$ cat config.mk
export PLATFORM = sky130hd
export DESIGN_NAME = pidsc_cfg
export DESIGN_NICKNAME = d
export VERILOG_FILES = /design/src/hdl/pid_speed_controller_defines.svh /design/src/hdl/pidsc_pkg.sv /design/src/hdl/pidsc_cfg.sv
export SDC_FILE = /design/constraint.sdc
export NUM_CORES = 1
export LEC_CHECK = 0
export BUFFER_PORTS_ARGS = -buffer_cell sky130_fd_sc_hd__buf_4
export CORE_ASPECT_RATIO = 1.5
export CORE_UTILIZATION = 52
export CTS_BUF_LIST = sky130_fd_sc_hd__clkbuf_8
export DETAILED_ROUTE_END_ITERATION = 10
export HOLD_SLACK_MARGIN = 0.12
export PLACE_DENSITY = 0.8
export SLEW_MARGIN = 20
export SYNTH_ARGS = -nofsm -noshare
export SYNTH_HDL_FRONTEND = slang
export SYNTH_SLANG_ARGS = --single-unit
$ cat constraint.sdc
create_clock -name clk -period 1.7 [get_ports clk]
set_input_delay 0.085 -clock clk [delete_from_list [all_inputs] [get_ports clk]]
set_output_delay 0.085 -clock clk [all_outputs]
set_load 0.02 [all_outputs]
$ cat src/hdl/pid_speed_controller_defines.svh
// Assertion macros shared by the pid_speed_controller RTL.
// Each macro expects clk and rst in scope of the using module.
`ifndef PID_SPEED_CONTROLLER_DEFINES_SVH
`define PID_SPEED_CONTROLLER_DEFINES_SVH

// Plain property checked on every clock outside reset.
`define PIDSC_ASSERT(name, prop, msg) \
  name: assert property (@(posedge clk) disable iff (rst) (prop)) else $error(msg);

// Same-cycle implication.
`define PIDSC_ASSERT_IMPL(name, pre, post, msg) \
  name: assert property (@(posedge clk) disable iff (rst) (pre) |-> (post)) else $error(msg);

// Next-cycle implication.
`define PIDSC_ASSERT_NEXT(name, pre, post, msg) \
  name: assert property (@(posedge clk) disable iff (rst) (pre) |=> (post)) else $error(msg);

`endif

$ cat src/hdl/pidsc_pkg.sv
// Package for the PID speed controller: widths, register indexes, codes and
// the configuration struct. No dependencies.
package pidsc_pkg;

  localparam int DEF_SAMPLE_WIDTH = 16;
  localparam int DEF_FRAC_BITS    = 8;

  localparam int GAIN_W        = 16;
  localparam int LIMIT_W       = 21;
  localparam int DRIVE_W       = 22;
  localparam int SUM_W         = 32;
  localparam int CFG_IDX_W     = 3;
  localparam int CFG_DATA_W    = 21;
  localparam int DRIVE_TDATA_W = 24;

  // Default output bound, whole units before scaling by the fraction bits
  localparam int DRIVE_LIMIT_UNITS = 6500;

  typedef enum logic [CFG_IDX_W-1:0] {
    REG_GAIN_P    = 3'd0,
    REG_GAIN_I    = 3'd1,
    REG_GAIN_D    = 3'd2,
    REG_MODE      = 3'd3,
    REG_DRV_LIMIT = 3'd4,
    REG_INT_LIMIT = 3'd5
  } cfg_reg_e;

  localparam logic OP_STEP  = 1'b0;
  localparam logic OP_CLEAR = 1'b1;

  localparam logic MODE_INCR = 1'b0;
  localparam logic MODE_POS  = 1'b1;

  typedef struct packed {
    logic [GAIN_W-1:0]  gain_p;
    logic [GAIN_W-1:0]  gain_i;
    logic [GAIN_W-1:0]  gain_d;
    logic               mode;
    logic [LIMIT_W-1:0] drive_limit;
    logic [LIMIT_W-1:0] int_limit;
  } cfg_t;

endpackage

$ cat src/hdl/pidsc_cfg.sv
// Configuration register file of the PID speed controller.
// Depends on pidsc_pkg.
module pidsc_cfg import pidsc_pkg::*; #(
  parameter int FRAC_BITS = DEF_FRAC_BITS
) (
  input  logic                  clk,
  input  logic                  rst,
  input  logic                  cfg_we,
  input  logic [CFG_IDX_W-1:0]  cfg_index,
  input  logic [CFG_DATA_W-1:0] cfg_data,
  output cfg_t                  cfg
);

  localparam logic [63:0]        LIM_FULL = 64'(DRIVE_LIMIT_UNITS) << FRAC_BITS;
  localparam logic [LIMIT_W-1:0] LIM_RST  = LIM_FULL[LIMIT_W-1:0];
  localparam logic [LIMIT_W-1:0] ITL_RST  = LIMIT_W'(1) << (FRAC_BITS - 1);

  cfg_t regs;

  always_ff @(posedge clk) begin
    if (rst) begin
      regs.gain_p      <= '0;
      regs.gain_i      <= '0;
      regs.gain_d      <= '0;
      regs.mode        <= MODE_INCR;
      regs.drive_limit <= LIM_RST;
      regs.int_limit   <= ITL_RST;
    end else if (cfg_we) begin
      case (cfg_reg_e'(cfg_index))
        REG_GAIN_P:    regs.gain_p      <= cfg_data[GAIN_W-1:0];
        REG_GAIN_I:    regs.gain_i      <= cfg_data[GAIN_W-1:0];
        REG_GAIN_D:    regs.gain_d      <= cfg_data[GAIN_W-1:0];
        REG_MODE:      regs.mode        <= cfg_data[0];
        REG_DRV_LIMIT: regs.drive_limit <= cfg_data[LIMIT_W-1:0];
        REG_INT_LIMIT: regs.int_limit   <= cfg_data[LIMIT_W-1:0];
        default: ;
      endcase
    end
  end

  assign cfg = regs;

endmodule

==> results of run 1 <==
[how the worst min path moves through the flow]
stage / start / endpoint / slack (ns) / cells after the start
2_1_floorplan: cfg_data[16] / cfg[16] / 0.24 / 2
4_1_cts: cfg_data[9] / cfg[30] / 0.13 / 3
3_5_place_dp: cfg_data[14] / cfg[35] / 0.36 / 3
5_1_grt: cfg_data[9] / cfg[9] / 0.14 / 3
3_3_place_gp: cfg_data[20] / cfg[41] / 0.36 / 3
6_report: cfg_data[5] / cfg[48] / 0.13 / 3
[kinds of logic after synthesis]
group | after synthesis | synth area share (%)
AND/OR/NAND/NOR | 129 | 22.19
multiplexers | 91 | 24.59
flip-flops | 91 | 49.17
buffers and inverters | 28 | 4.053
[routing by layer]
layer  wire [um]  up-vias
met2        4165       83
li1            -     1370
met5           0        -
met4         272        0
met1        3485     1308
met3         419       21
[power breakdown]
group / switching [mW] / internal (mW) / total, mW
Clock: 0.718 / 0.592 / 1.31
Combinational: 0.219 / 0.226 / 0.445
Sequential: 0.0271 / 2.18 / 2.20
Total: 0.964 / 2.99 / 3.96
[worst max-delay path: cells and delay by family]
| family | cells | cell delay [ns] |
|---|---|---|
| muxes | 1 | 0.17 |
| and+or+nand+nor | 1 | 0.69 |
| buffers and inverters | 2 | 0.71 |
[stage by stage]
step	setup WS, ns	instances	hold slack [ns]
4_1_cts	0.2967	548	0.1275
3_5_place_dp	0.4725	514	0.3619
2_1_floorplan	0.4582	339	0.2403
3_3_place_gp	0.4926	514	0.3565
6_report	0.2762	548	0.1264
5_1_grt	0.2598	548	0.1402
[area by class of cell]
cell class / count / area share (%)
Timing Repair Buffer: 143 / 22.59
Sequential cell: 91 / 36.80
Clock buffer: 11 / 3.058
Multi-Input combinational cell: 220 / 35.13
Tap cell: 78 / 1.971
Clock inverter: 5 / 0.4549
[placed cells by master, fill, tap and decap left out, drive strengths merged]
| cell type | synthesis | routed |
|---|---|---|
| nand4b | 2 | 2 |
| dlygate4sd3 | 0 | 18 |
| clkbuf | 16 | 11 |
| clkinvlp | 0 | 1 |
| nand4bb | 3 | 3 |
| buf | 12 | 125 |
| and4bb | 1 | 1 |
| nand2b | 105 | 105 |
| nor4b | 1 | 1 |
| nor4bb | 1 | 1 |
| dfxtp | 91 | 91 |
| and4b | 1 | 1 |
| nor2 | 14 | 14 |
| mux2i | 91 | 91 |
| or4b | 1 | 1 |
| inv | 0 | 4 |
==> impl_metrics.py, run 1 <==
metrics = {
    "critical_path": {
        "regToRegStartpoint": "cfg[18]",
        "end_kind": "flop",
        "reg2reg_depth": 2,
        "endpoint": "cfg[80]",
        "arrival_ns": 1.66,
        "required_ns": 1.94,
        "worstPathCellList": "dlygate4sd3_1 > buf_4 > or4b_4 > mux2i_1",
        "crit_path_start": "cfg_index[1]",
        "crit_slowest_cell": "or4b_4",
        "max_stage_delay_ns": 0.69,
        "worst-setup-path-type": "in2reg",
        "crit_fanout": 13,
        "reg2reg_to": "cfg[18]",
        "reg2reg_setup_slack_ns": 1.05,
        "start_kind": "input pin",
    },
    "timing": {
        "finalSetupViolCount": 0,
        "finalCritPeriodShare_pct": 83.75,
        "clock_skew_ns": 0,
        "hold_viol": 0,
        "fin_tns_setup_ns": 0,
        "rsz0062_at_grt": "no",
        "slew_violations": 0,
        "worst_pin_slew_ns": 0.4813,
        "fmax_mhz": 702.4,
        "min_period_ns": 1.424,
        "slew_headroom_pct": 67.83,
    },
    "synthesis": {
        "synth_edf_count": 0,
        "yosys_most_used_dff": "dfxtp_1",
        "yosysTopAreaCellShare_pct": 49.17,
        "yosysSeqAreaShare_pct": 49.17,
        "syn_area_um2": 3705,
        "yosys-top-cells-area": "dfxtp_1, mux2i_1, nand2b_1, clkbuf_1, nor2_1",
        "syn_area_per_cell_um2": 10.93,
        "syn_inst": 339,
        "synth.distinct_cells": 16,
        "ys_ff_latch": 91,
        "synthArstFlopShare_pct": 0,
        "synth.net_count": 366,
        "synth_common_cells": "nand2b_1, dfxtp_1, mux2i_1",
        "yosysMostFrequentCell": "nand2b_1",
        "yosysTopAreaCell": "dfxtp_1",
        "ys_warn_count": 0,
    },
    "final_layout": {
        "final_nets": 492,
        "diodes": 0,
        "nFillCells": 519,
        "drive_above_1_share_pct": 30.00,
        "multi_input_comb_area_um2": 1739,
        "final_area_um2": 4951,
        "area_growth_pct": 33.64,
        "seq_area_um2": 1822,
        "largest_reg_flops": 91,
        "final_util_pct": 71.78,
    },
    "die": {
        "die_h_um": 105.4,
        "rows": 37,
        "design.die.area_um2": 7473,
        "core_um2": 6898,
        "io_pins": 118,
        "start_util_pct": 53.71,
        "dieWidth_um": 70.92,
    },
    "run_status": {
        "violations": "DRC",
        "status": "finished, violations left",
    },
    "routing": {
        "drt-initial-drc-count": 138,
        "wirelength_um": 8343,
        "ant_nets": 0,
        "viasPerCell": 5.077,
        "wire_per_inst_um": 15.22,
        "drt-pass1-iter-count": 7,
        "vias": 2782,
        "drc_errors": 18,
    },
    "global_route": {
        "grt_use_met1_pct": 25.38,
        "gr-usage-met2_pct": 39.42,
        "grt_max_degree": 31,
        "antenna_found_initial": 0,
        "grt_pass1_vias": 2684,
        "grt.overflow.total": 0,
        "grt_use_total_pct": 22.89,
        "met3_usage_pct": 6.119,
        "grt_pass1_wl_um": 13140,
        "busiest_layer": "met2",
    },
    "place": {
        "placed_cell_area_um2": 4597,
        "hpwl_um": 5642,
        "port_buffers": 117,
        "gp_congestion": 0.7312,
    },
    "clock_network": {
        "cts_tree": "done",
        "ctsHtreeMaxLevel": 3,
        "hold_buffers": 18,
        "cts_setup_buffers": 0,
        "clkSinkCount": 91,
        "clock_latency_ns": 0.35,
        "cts_buffers": 9,
        "cts.repair.resized": 0,
        "root_buffer": "clkbuf_8",
        "clk_path_buf_depth": 2,
        "clk_pin_slew_ns": 0.08,
    },
    "worst_hold_path": {
        "holdCritPathClass": "in2reg",
    },
    "power": {
        "total_leakage_power_nw": 2.428,
        "power.density_nw_per_um2": 799.5,
        "ir_drop_mv": 0.5722,
        "p_total_mw": 3.958,
    },
    "run": {
        "cap_violations": 0,
    },
}
(Power assumes the default switching activity.)
==> run 2: changes to the inputs <==
--- a/config.mk
+++ b/config.mk
@@ -5,13 +5,14 @@
 export SDC_FILE = /design/constraint.sdc
 export NUM_CORES = 1
 export LEC_CHECK = 0
+export ABC_AREA = 1
 export BUFFER_PORTS_ARGS = -buffer_cell sky130_fd_sc_hd__buf_4
 export CORE_ASPECT_RATIO = 1.5
-export CORE_UTILIZATION = 52
+export CORE_UTILIZATION = 47
 export CTS_BUF_LIST = sky130_fd_sc_hd__clkbuf_8
 export DETAILED_ROUTE_END_ITERATION = 10
 export HOLD_SLACK_MARGIN = 0.12
-export PLACE_DENSITY = 0.8
+export PLACE_DENSITY = 0.77
 export SLEW_MARGIN = 20
 export SYNTH_ARGS = -nofsm -noshare
 export SYNTH_HDL_FRONTEND = slang
==> constraint.sdc (replaced) <==
create_clock -name clk -period 1.2 [get_ports clk]
set_input_delay 0.06 -clock clk [delete_from_list [all_inputs] [get_ports clk]]
set_output_delay 0.06 -clock clk [all_outputs]
set_load 0.02 [all_outputs]
==> run 2 against run 1 <==
Against the previous run: the run still ends with DRC left; worst setup slack got worse by 0.19 ns; first-iteration DRC count grew to 2.6 times the previous value; synthesized cell count up 54%; die area increased by 8.7%; count of clock-buffer cells in the layout is the same; final cell count rose by 37%.
==> impl_metrics.py, run 2 <==
metrics = {
    "power": {
        "switching_share_pct": 27.59,
        "p_comb_share_pct": 15.8,
        "clock_power_share_pct": 31.2,
        "ir_drop_mv": 0.9999,
        "power_frac_seq_pct": 52.9,
        "total_leakage_power_nw": 2.377,
        "p_int_mw": 4.359,
        "power.density_nw_per_um2": 1210,
        "p_switching_mw": 1.661,
    },
    "timing": {
        "fmax_mhz": 897.3,
        "hold_slack_ns": 0.1451,
        "finalCritPeriodShare_pct": 92.87,
        "min_period_ns": 1.114,
        "slew_violations": 0,
        "clock_skew_ns": 0,
        "slew_headroom_pct": 74.55,
        "worst_pin_slew_ns": 0.3809,
        "finalSetupViolCount": 0,
        "fin_tns_setup_ns": 0,
        "rsz0062_at_grt": "no",
        "hold_viol": 0,
    },
    "global_route": {
        "grt_pass1_wl_um": 16080,
        "grt_pass1_vias": 3403,
        "grt_max_degree": 56,
        "grt.overflow.total": 0,
        "grt_use_total_pct": 26.76,
        "antenna_found_initial": 0,
    },
    "synthesis": {
        "yosysSeqAreaShare_pct": 49.97,
        "yosysTopAreaCellShare_pct": 49.97,
        "yosysTopAreaCell": "dfxtp_1",
        "synth_common_cells": "nor2_1, nand2_1, dfxtp_1, nand3_1, inv_1",
        "ys_warn_count": 0,
        "ys_ff_latch": 91,
        "synth.distinct_cells": 15,
        "synthArstFlopShare_pct": 0,
        "synth.net_count": 550,
        "syn_area_per_cell_um2": 6.971,
        "yosys_most_used_dff": "dfxtp_1",
        "syn_inst": 523,
        "yosysMostFrequentCell": "nor2_1",
        "synth_edf_count": 0,
        "syn_area_um2": 3646,
        "yosys-top-cells-area": "dfxtp_1, nor2_1, nand3_1, nand2_1, inv_1",
    },
    "critical_path": {
        "start_kind": "input pin",
        "regToRegStartpoint": "cfg[25]",
        "reg2reg_depth": 2,
        "reg2reg_to": "cfg[25]",
        "reg2reg_setup_slack_ns": 0.56,
        "crit_fanout": 15,
        "required_ns": 1.45,
        "worst-setup-path-type": "in2reg",
        "end_kind": "flop",
        "arrival_ns": 1.36,
        "crit_path_start": "cfg_index[0]",
    },
    "die": {
        "die_h_um": 109.9,
        "design.die.area_um2": 8121,
        "dieWidth_um": 73.92,
        "start_util_pct": 48.21,
        "io_pins": 118,
        "core_um2": 7564,
        "rows": 39,
    },
    "place": {
        "port_buffers": 117,
        "hpwl_um": 7197,
        "dp.cells": 722,
        "gp_congestion": 0.8253,
    },
    "worst_hold_path": {
        "holdCritPathClass": "in2reg",
        "min-delay-start": "cfg_data[15]",
        "holdPathEnd": "cfg[15]",
        "min_path_cells": 5,
    },
    "run_status": {
        "violations": "DRC",
        "status": "finished, violations left",
    },
    "final_layout": {
        "final_nets": 672,
        "final_common_cell": "nor2_1",
        "layout_common_cells": "nor2_1, buf_4, nand2_1, nand3_1, dfxtp_1",
        "drive_above_1_share_pct": 24.00,
        "largest_reg_flops": 91,
        "diodes": 0,
        "final_util_pct": 65.81,
        "stdcell_count": 752,
        "area_growth_pct": 36.51,
    },
    "routing": {
        "drt-initial-drc-count": 364,
        "vias": 3720,
        "ant_nets": 0,
        "drt-pass1-iter-count": 11,
        "drc_errors": 3,
        "wirelength_um": 10370,
        "viasPerCell": 4.947,
        "wire_per_inst_um": 13.79,
    },
    "clock_network": {
        "clk_path_buf_depth": 2,
        "cts_tree": "done",
        "clkSinkCount": 91,
        "clk_pin_slew_ns": 0.09,
        "ctsHtreeMaxLevel": 3,
        "clock_latency_ns": 0.35,
        "root_buffer": "clkbuf_8",
        "cts_buffers": 9,
    },
    "run": {
        "cap_violations": 0,
    },
}
==> run 2: area by class of cell <==
class	count	area, um^2
fill	666	2586
sequential	91	1822
multi-input combinational	373	1562
timing repair buffer	142	1181
clock buffer	11	151.4
tap	102	127.6
inverter	28	105.1
clock inverter	5	28.78
==> run 2: metal layers <==
layer	wire length, um	vias to the layer above	global-route usage [%]
met3	619	26	6.874
li1	-	1860	-
met2	5237	143	44.48
met5	0	-	0
met4	344	0	12.91
met1	4166	1691	31.58
==> run 2: power by group through the flow <==
stage	sequential (mW)	combinational, mW	clock, mW
finish	3.19	0.953	1.88
detailed placement	3.26	0.905	0
global route	3.20	1.04	2.04
global placement	3.25	0.888	0
floorplan	3.37	0.402	0
CTS	3.19	0.943	1.91
==> run 2: critical path: stages <==
cell and delay (ns):
buf_4 0.13, dlygate4sd3_1 0.62, nor2_4 0.16, buf_6 0.18
nand3_1 0.09, nand2_1 0.08, nor2_1 0.05
==> run 2: timing repair <==
item,CTS,global route
gates resized for setup,0,3
setup endpoints to repair,0,32
endpoints found under the hold margin,19,0
setup buffers,0,1
hold buffers,13,0
==> run 2: stage by stage <==
step / setup slack (ns) / cell area, um^2 / total power [mW]
after floorplan: 0.3967 / 3646 / 3.777
after global placement: 0.1895 / 4647 / 4.143
after detailed placement: 0.1550 / 4647 / 4.163
after CTS: 0.02657 / 4957 / 6.035
after global routing: 0.04564 / 4977 / 6.286
final: 0.08551 / 4977 / 6.020
==> run 2: worst max-delay path by stage <==
stage	to	slack, ns	cells past startpoint
final	cfg[21]	0.09	7
after CTS	cfg[63]	0.03	7
after detailed placement	cfg[83]	0.15	6
after floorplan	cfg[75]	0.40	6
after global routing	cfg[28]	0.05	7
after global placement	cfg[50]	0.19	6
==> run 2: kinds of logic after synthesis <==
group           count (synthesis)  synth area share [%]
simple gates                  371                 42.28
buf+inv                        59                 7.481
flops                          91                 49.97
compound gates                  2                0.2743
==> run 3: changes to the inputs <==
--- a/config.mk
+++ b/config.mk
@@ -12,7 +12,7 @@
 export CTS_BUF_LIST = sky130_fd_sc_hd__clkbuf_8
 export DETAILED_ROUTE_END_ITERATION = 10
 export HOLD_SLACK_MARGIN = 0.12
-export PLACE_DENSITY = 0.77
+export PLACE_DENSITY = 0.78
 export SLEW_MARGIN = 20
 export SYNTH_ARGS = -nofsm -noshare
 export SYNTH_HDL_FRONTEND = slang
==> run 3 against run 2 <==
Against the previous run: the run now ends clean; fmax is 3.6% lower; count of clock-buffer cells in the layout down 1; worst setup slack lost 0.042 ns; flip-flop and latch count did not move; global-route usage down 0.27 points; highest routed layer unchanged.
==> impl_metrics.py, run 3 (same netlist as run 2, synthesis figures left out) <==
metrics = {
    "final_layout": {
        "final_util_pct": 66.29,
        "diodes": 0,
        "largest_reg_flops": 91,
        "area_growth_pct": 37.51,
        "final_area_um2": 5014,
        "drive_above_1_share_pct": 24.50,
        "final_common_cell": "nor2_1",
        "final_nets": 675,
        "nFillCells": 652,
        "layout_common_cells": "nor2_1, buf_4, nand2_1, nand3_1, dfxtp_1",
    },
    "timing": {
        "worst_pin_slew_ns": 0.3829,
        "clock_skew_ns": 0,
        "hold_viol": 0,
        "fmax_mhz": 864.9,
        "finalCritPeriodShare_pct": 96.35,
        "slew_violations": 0,
        "min_period_ns": 1.156,
        "slew_headroom_pct": 74.42,
        "hold_slack_ns": 0.1384,
        "fin_tns_setup_ns": 0,
        "rsz0062_at_grt": "no",
        "finalSetupViolCount": 0,
    },
    "clock_network": {
        "clkSinkCount": 91,
        "root_buffer": "clkbuf_8",
        "ctsHtreeMaxLevel": 3,
        "cts_buffers": 9,
        "clk_pin_slew_ns": 0.08,
        "clock_latency_ns": 0.36,
        "cts_tree": "done",
        "clk_path_buf_depth": 2,
    },
    "critical_path": {
        "worst-setup-path-type": "in2reg",
        "arrival_ns": 1.46,
        "crit_fanout": 10,
        "start_kind": "input pin",
        "required_ns": 1.50,
        "end_kind": "flop",
    },
    "place": {
        "gp_congestion": 0.7850,
        "placed_cell_area_um2": 4649,
        "hpwl_um": 7287,
        "port_buffers": 117,
    },
    "routing": {
        "drt-pass1-iter-count": 5,
        "wirelength_um": 10630,
        "vias": 3788,
        "drc_errors": 0,
        "viasPerCell": 5.017,
        "ant_nets": 0,
        "wire_per_inst_um": 14.07,
        "drt-initial-drc-count": 363,
    },
    "global_route": {
        "grt_use_total_pct": 26.49,
        "grt_max_degree": 51,
        "grt.overflow.total": 0,
        "grt_pass1_wl_um": 15950,
        "antenna_found_initial": 0,
        "grt_pass1_vias": 3262,
    },
    "run_status": {
        "status": "complete, no violations",
    },
    "die": {
        "design.die.area_um2": 8121,
        "io_pins": 118,
        "dieWidth_um": 73.92,
        "rows": 39,
        "die_h_um": 109.9,
        "core_um2": 7564,
        "start_util_pct": 48.21,
    },
    "worst_hold_path": {
        "holdCritPathClass": "in2reg",
    },
    "power": {
        "total_leakage_power_nw": 2.417,
        "p_total_mw": 6.141,
        "ir_drop_mv": 0.8378,
        "power.density_nw_per_um2": 1225,
    },
    "run": {
        "cap_violations": 0,
    },
}
## run 3: layer usage
metal / vias to the layer above / share of wire, % / GRT usage [%]
met3: 26 / 6.3 / 6.233
met5: - / 0 / 0
li1: 1867 / - / -
met4: 0 / 2.8 / 13.05
met1: 1741 / 39 / 32.60
met2: 154 / 51 / 42.79
## run 3: final timing paths
check / from / end / slack (ns) / cells after the start
setup / recovery: cfg_index[0] / cfg[36] / 0.04 / 8
hold / removal: cfg_index[1] / cfg[75] / 0.14 / 5
setup reg to reg: cfg[42] / cfg[42] / 0.56 / 2
hold reg to reg: cfg[66] / cfg[66] / 0.49 / 2
## run 3: cell type report
| class | count | area, um^2 | area share, % |
|---|---|---|---|
| Clock inverter | 6 | 50.05 | 0.9983 |
| Multi-Input combinational cell | 373 | 1567 | 31.25 |
| Sequential cell | 91 | 1822 | 36.34 |
| Clock buffer | 10 | 137.6 | 2.745 |
| Timing Repair Buffer | 145 | 1205 | 24.03 |
| Inverter | 28 | 105.1 | 2.096 |
| Tap cell | 102 | 127.6 | 2.546 |
## run 3: metrics by stage
stage,cells,worst slack [ns]
global route,755,0.009667
finish,755,0.04375
floorplan,523,0.3967
global placement,724,0.1913
CTS,751,0.03108
detailed placement,724,0.1518
## run 3: power breakdown
group / internal (mW) / total [mW] / switching [mW]
Combinational: 0.387 / 0.963 / 0.576
Sequential: 3.12 / 3.19 / 0.0631
Clock: 0.987 / 1.99 / 1.00
## run 3: critical path, cell delays in order
cell and delay (ns):
dlygate4sd3_1 0.53, buf_4 0.16, inv_2 0.09, nand2_2 0.10, nor2_4 0.17, buf_4 0.20
nor2_1 0.05, nor2_1 0.09
## run 3: repair_timing
action | 4_1_cts | 5_1_grt
hold buffers | 11 | 0
setup endpoints to repair | 0 | 48
buffers inserted | 0 | 2
endpoints found under the hold margin | 25 | 0
resized for setup | 0 | 6
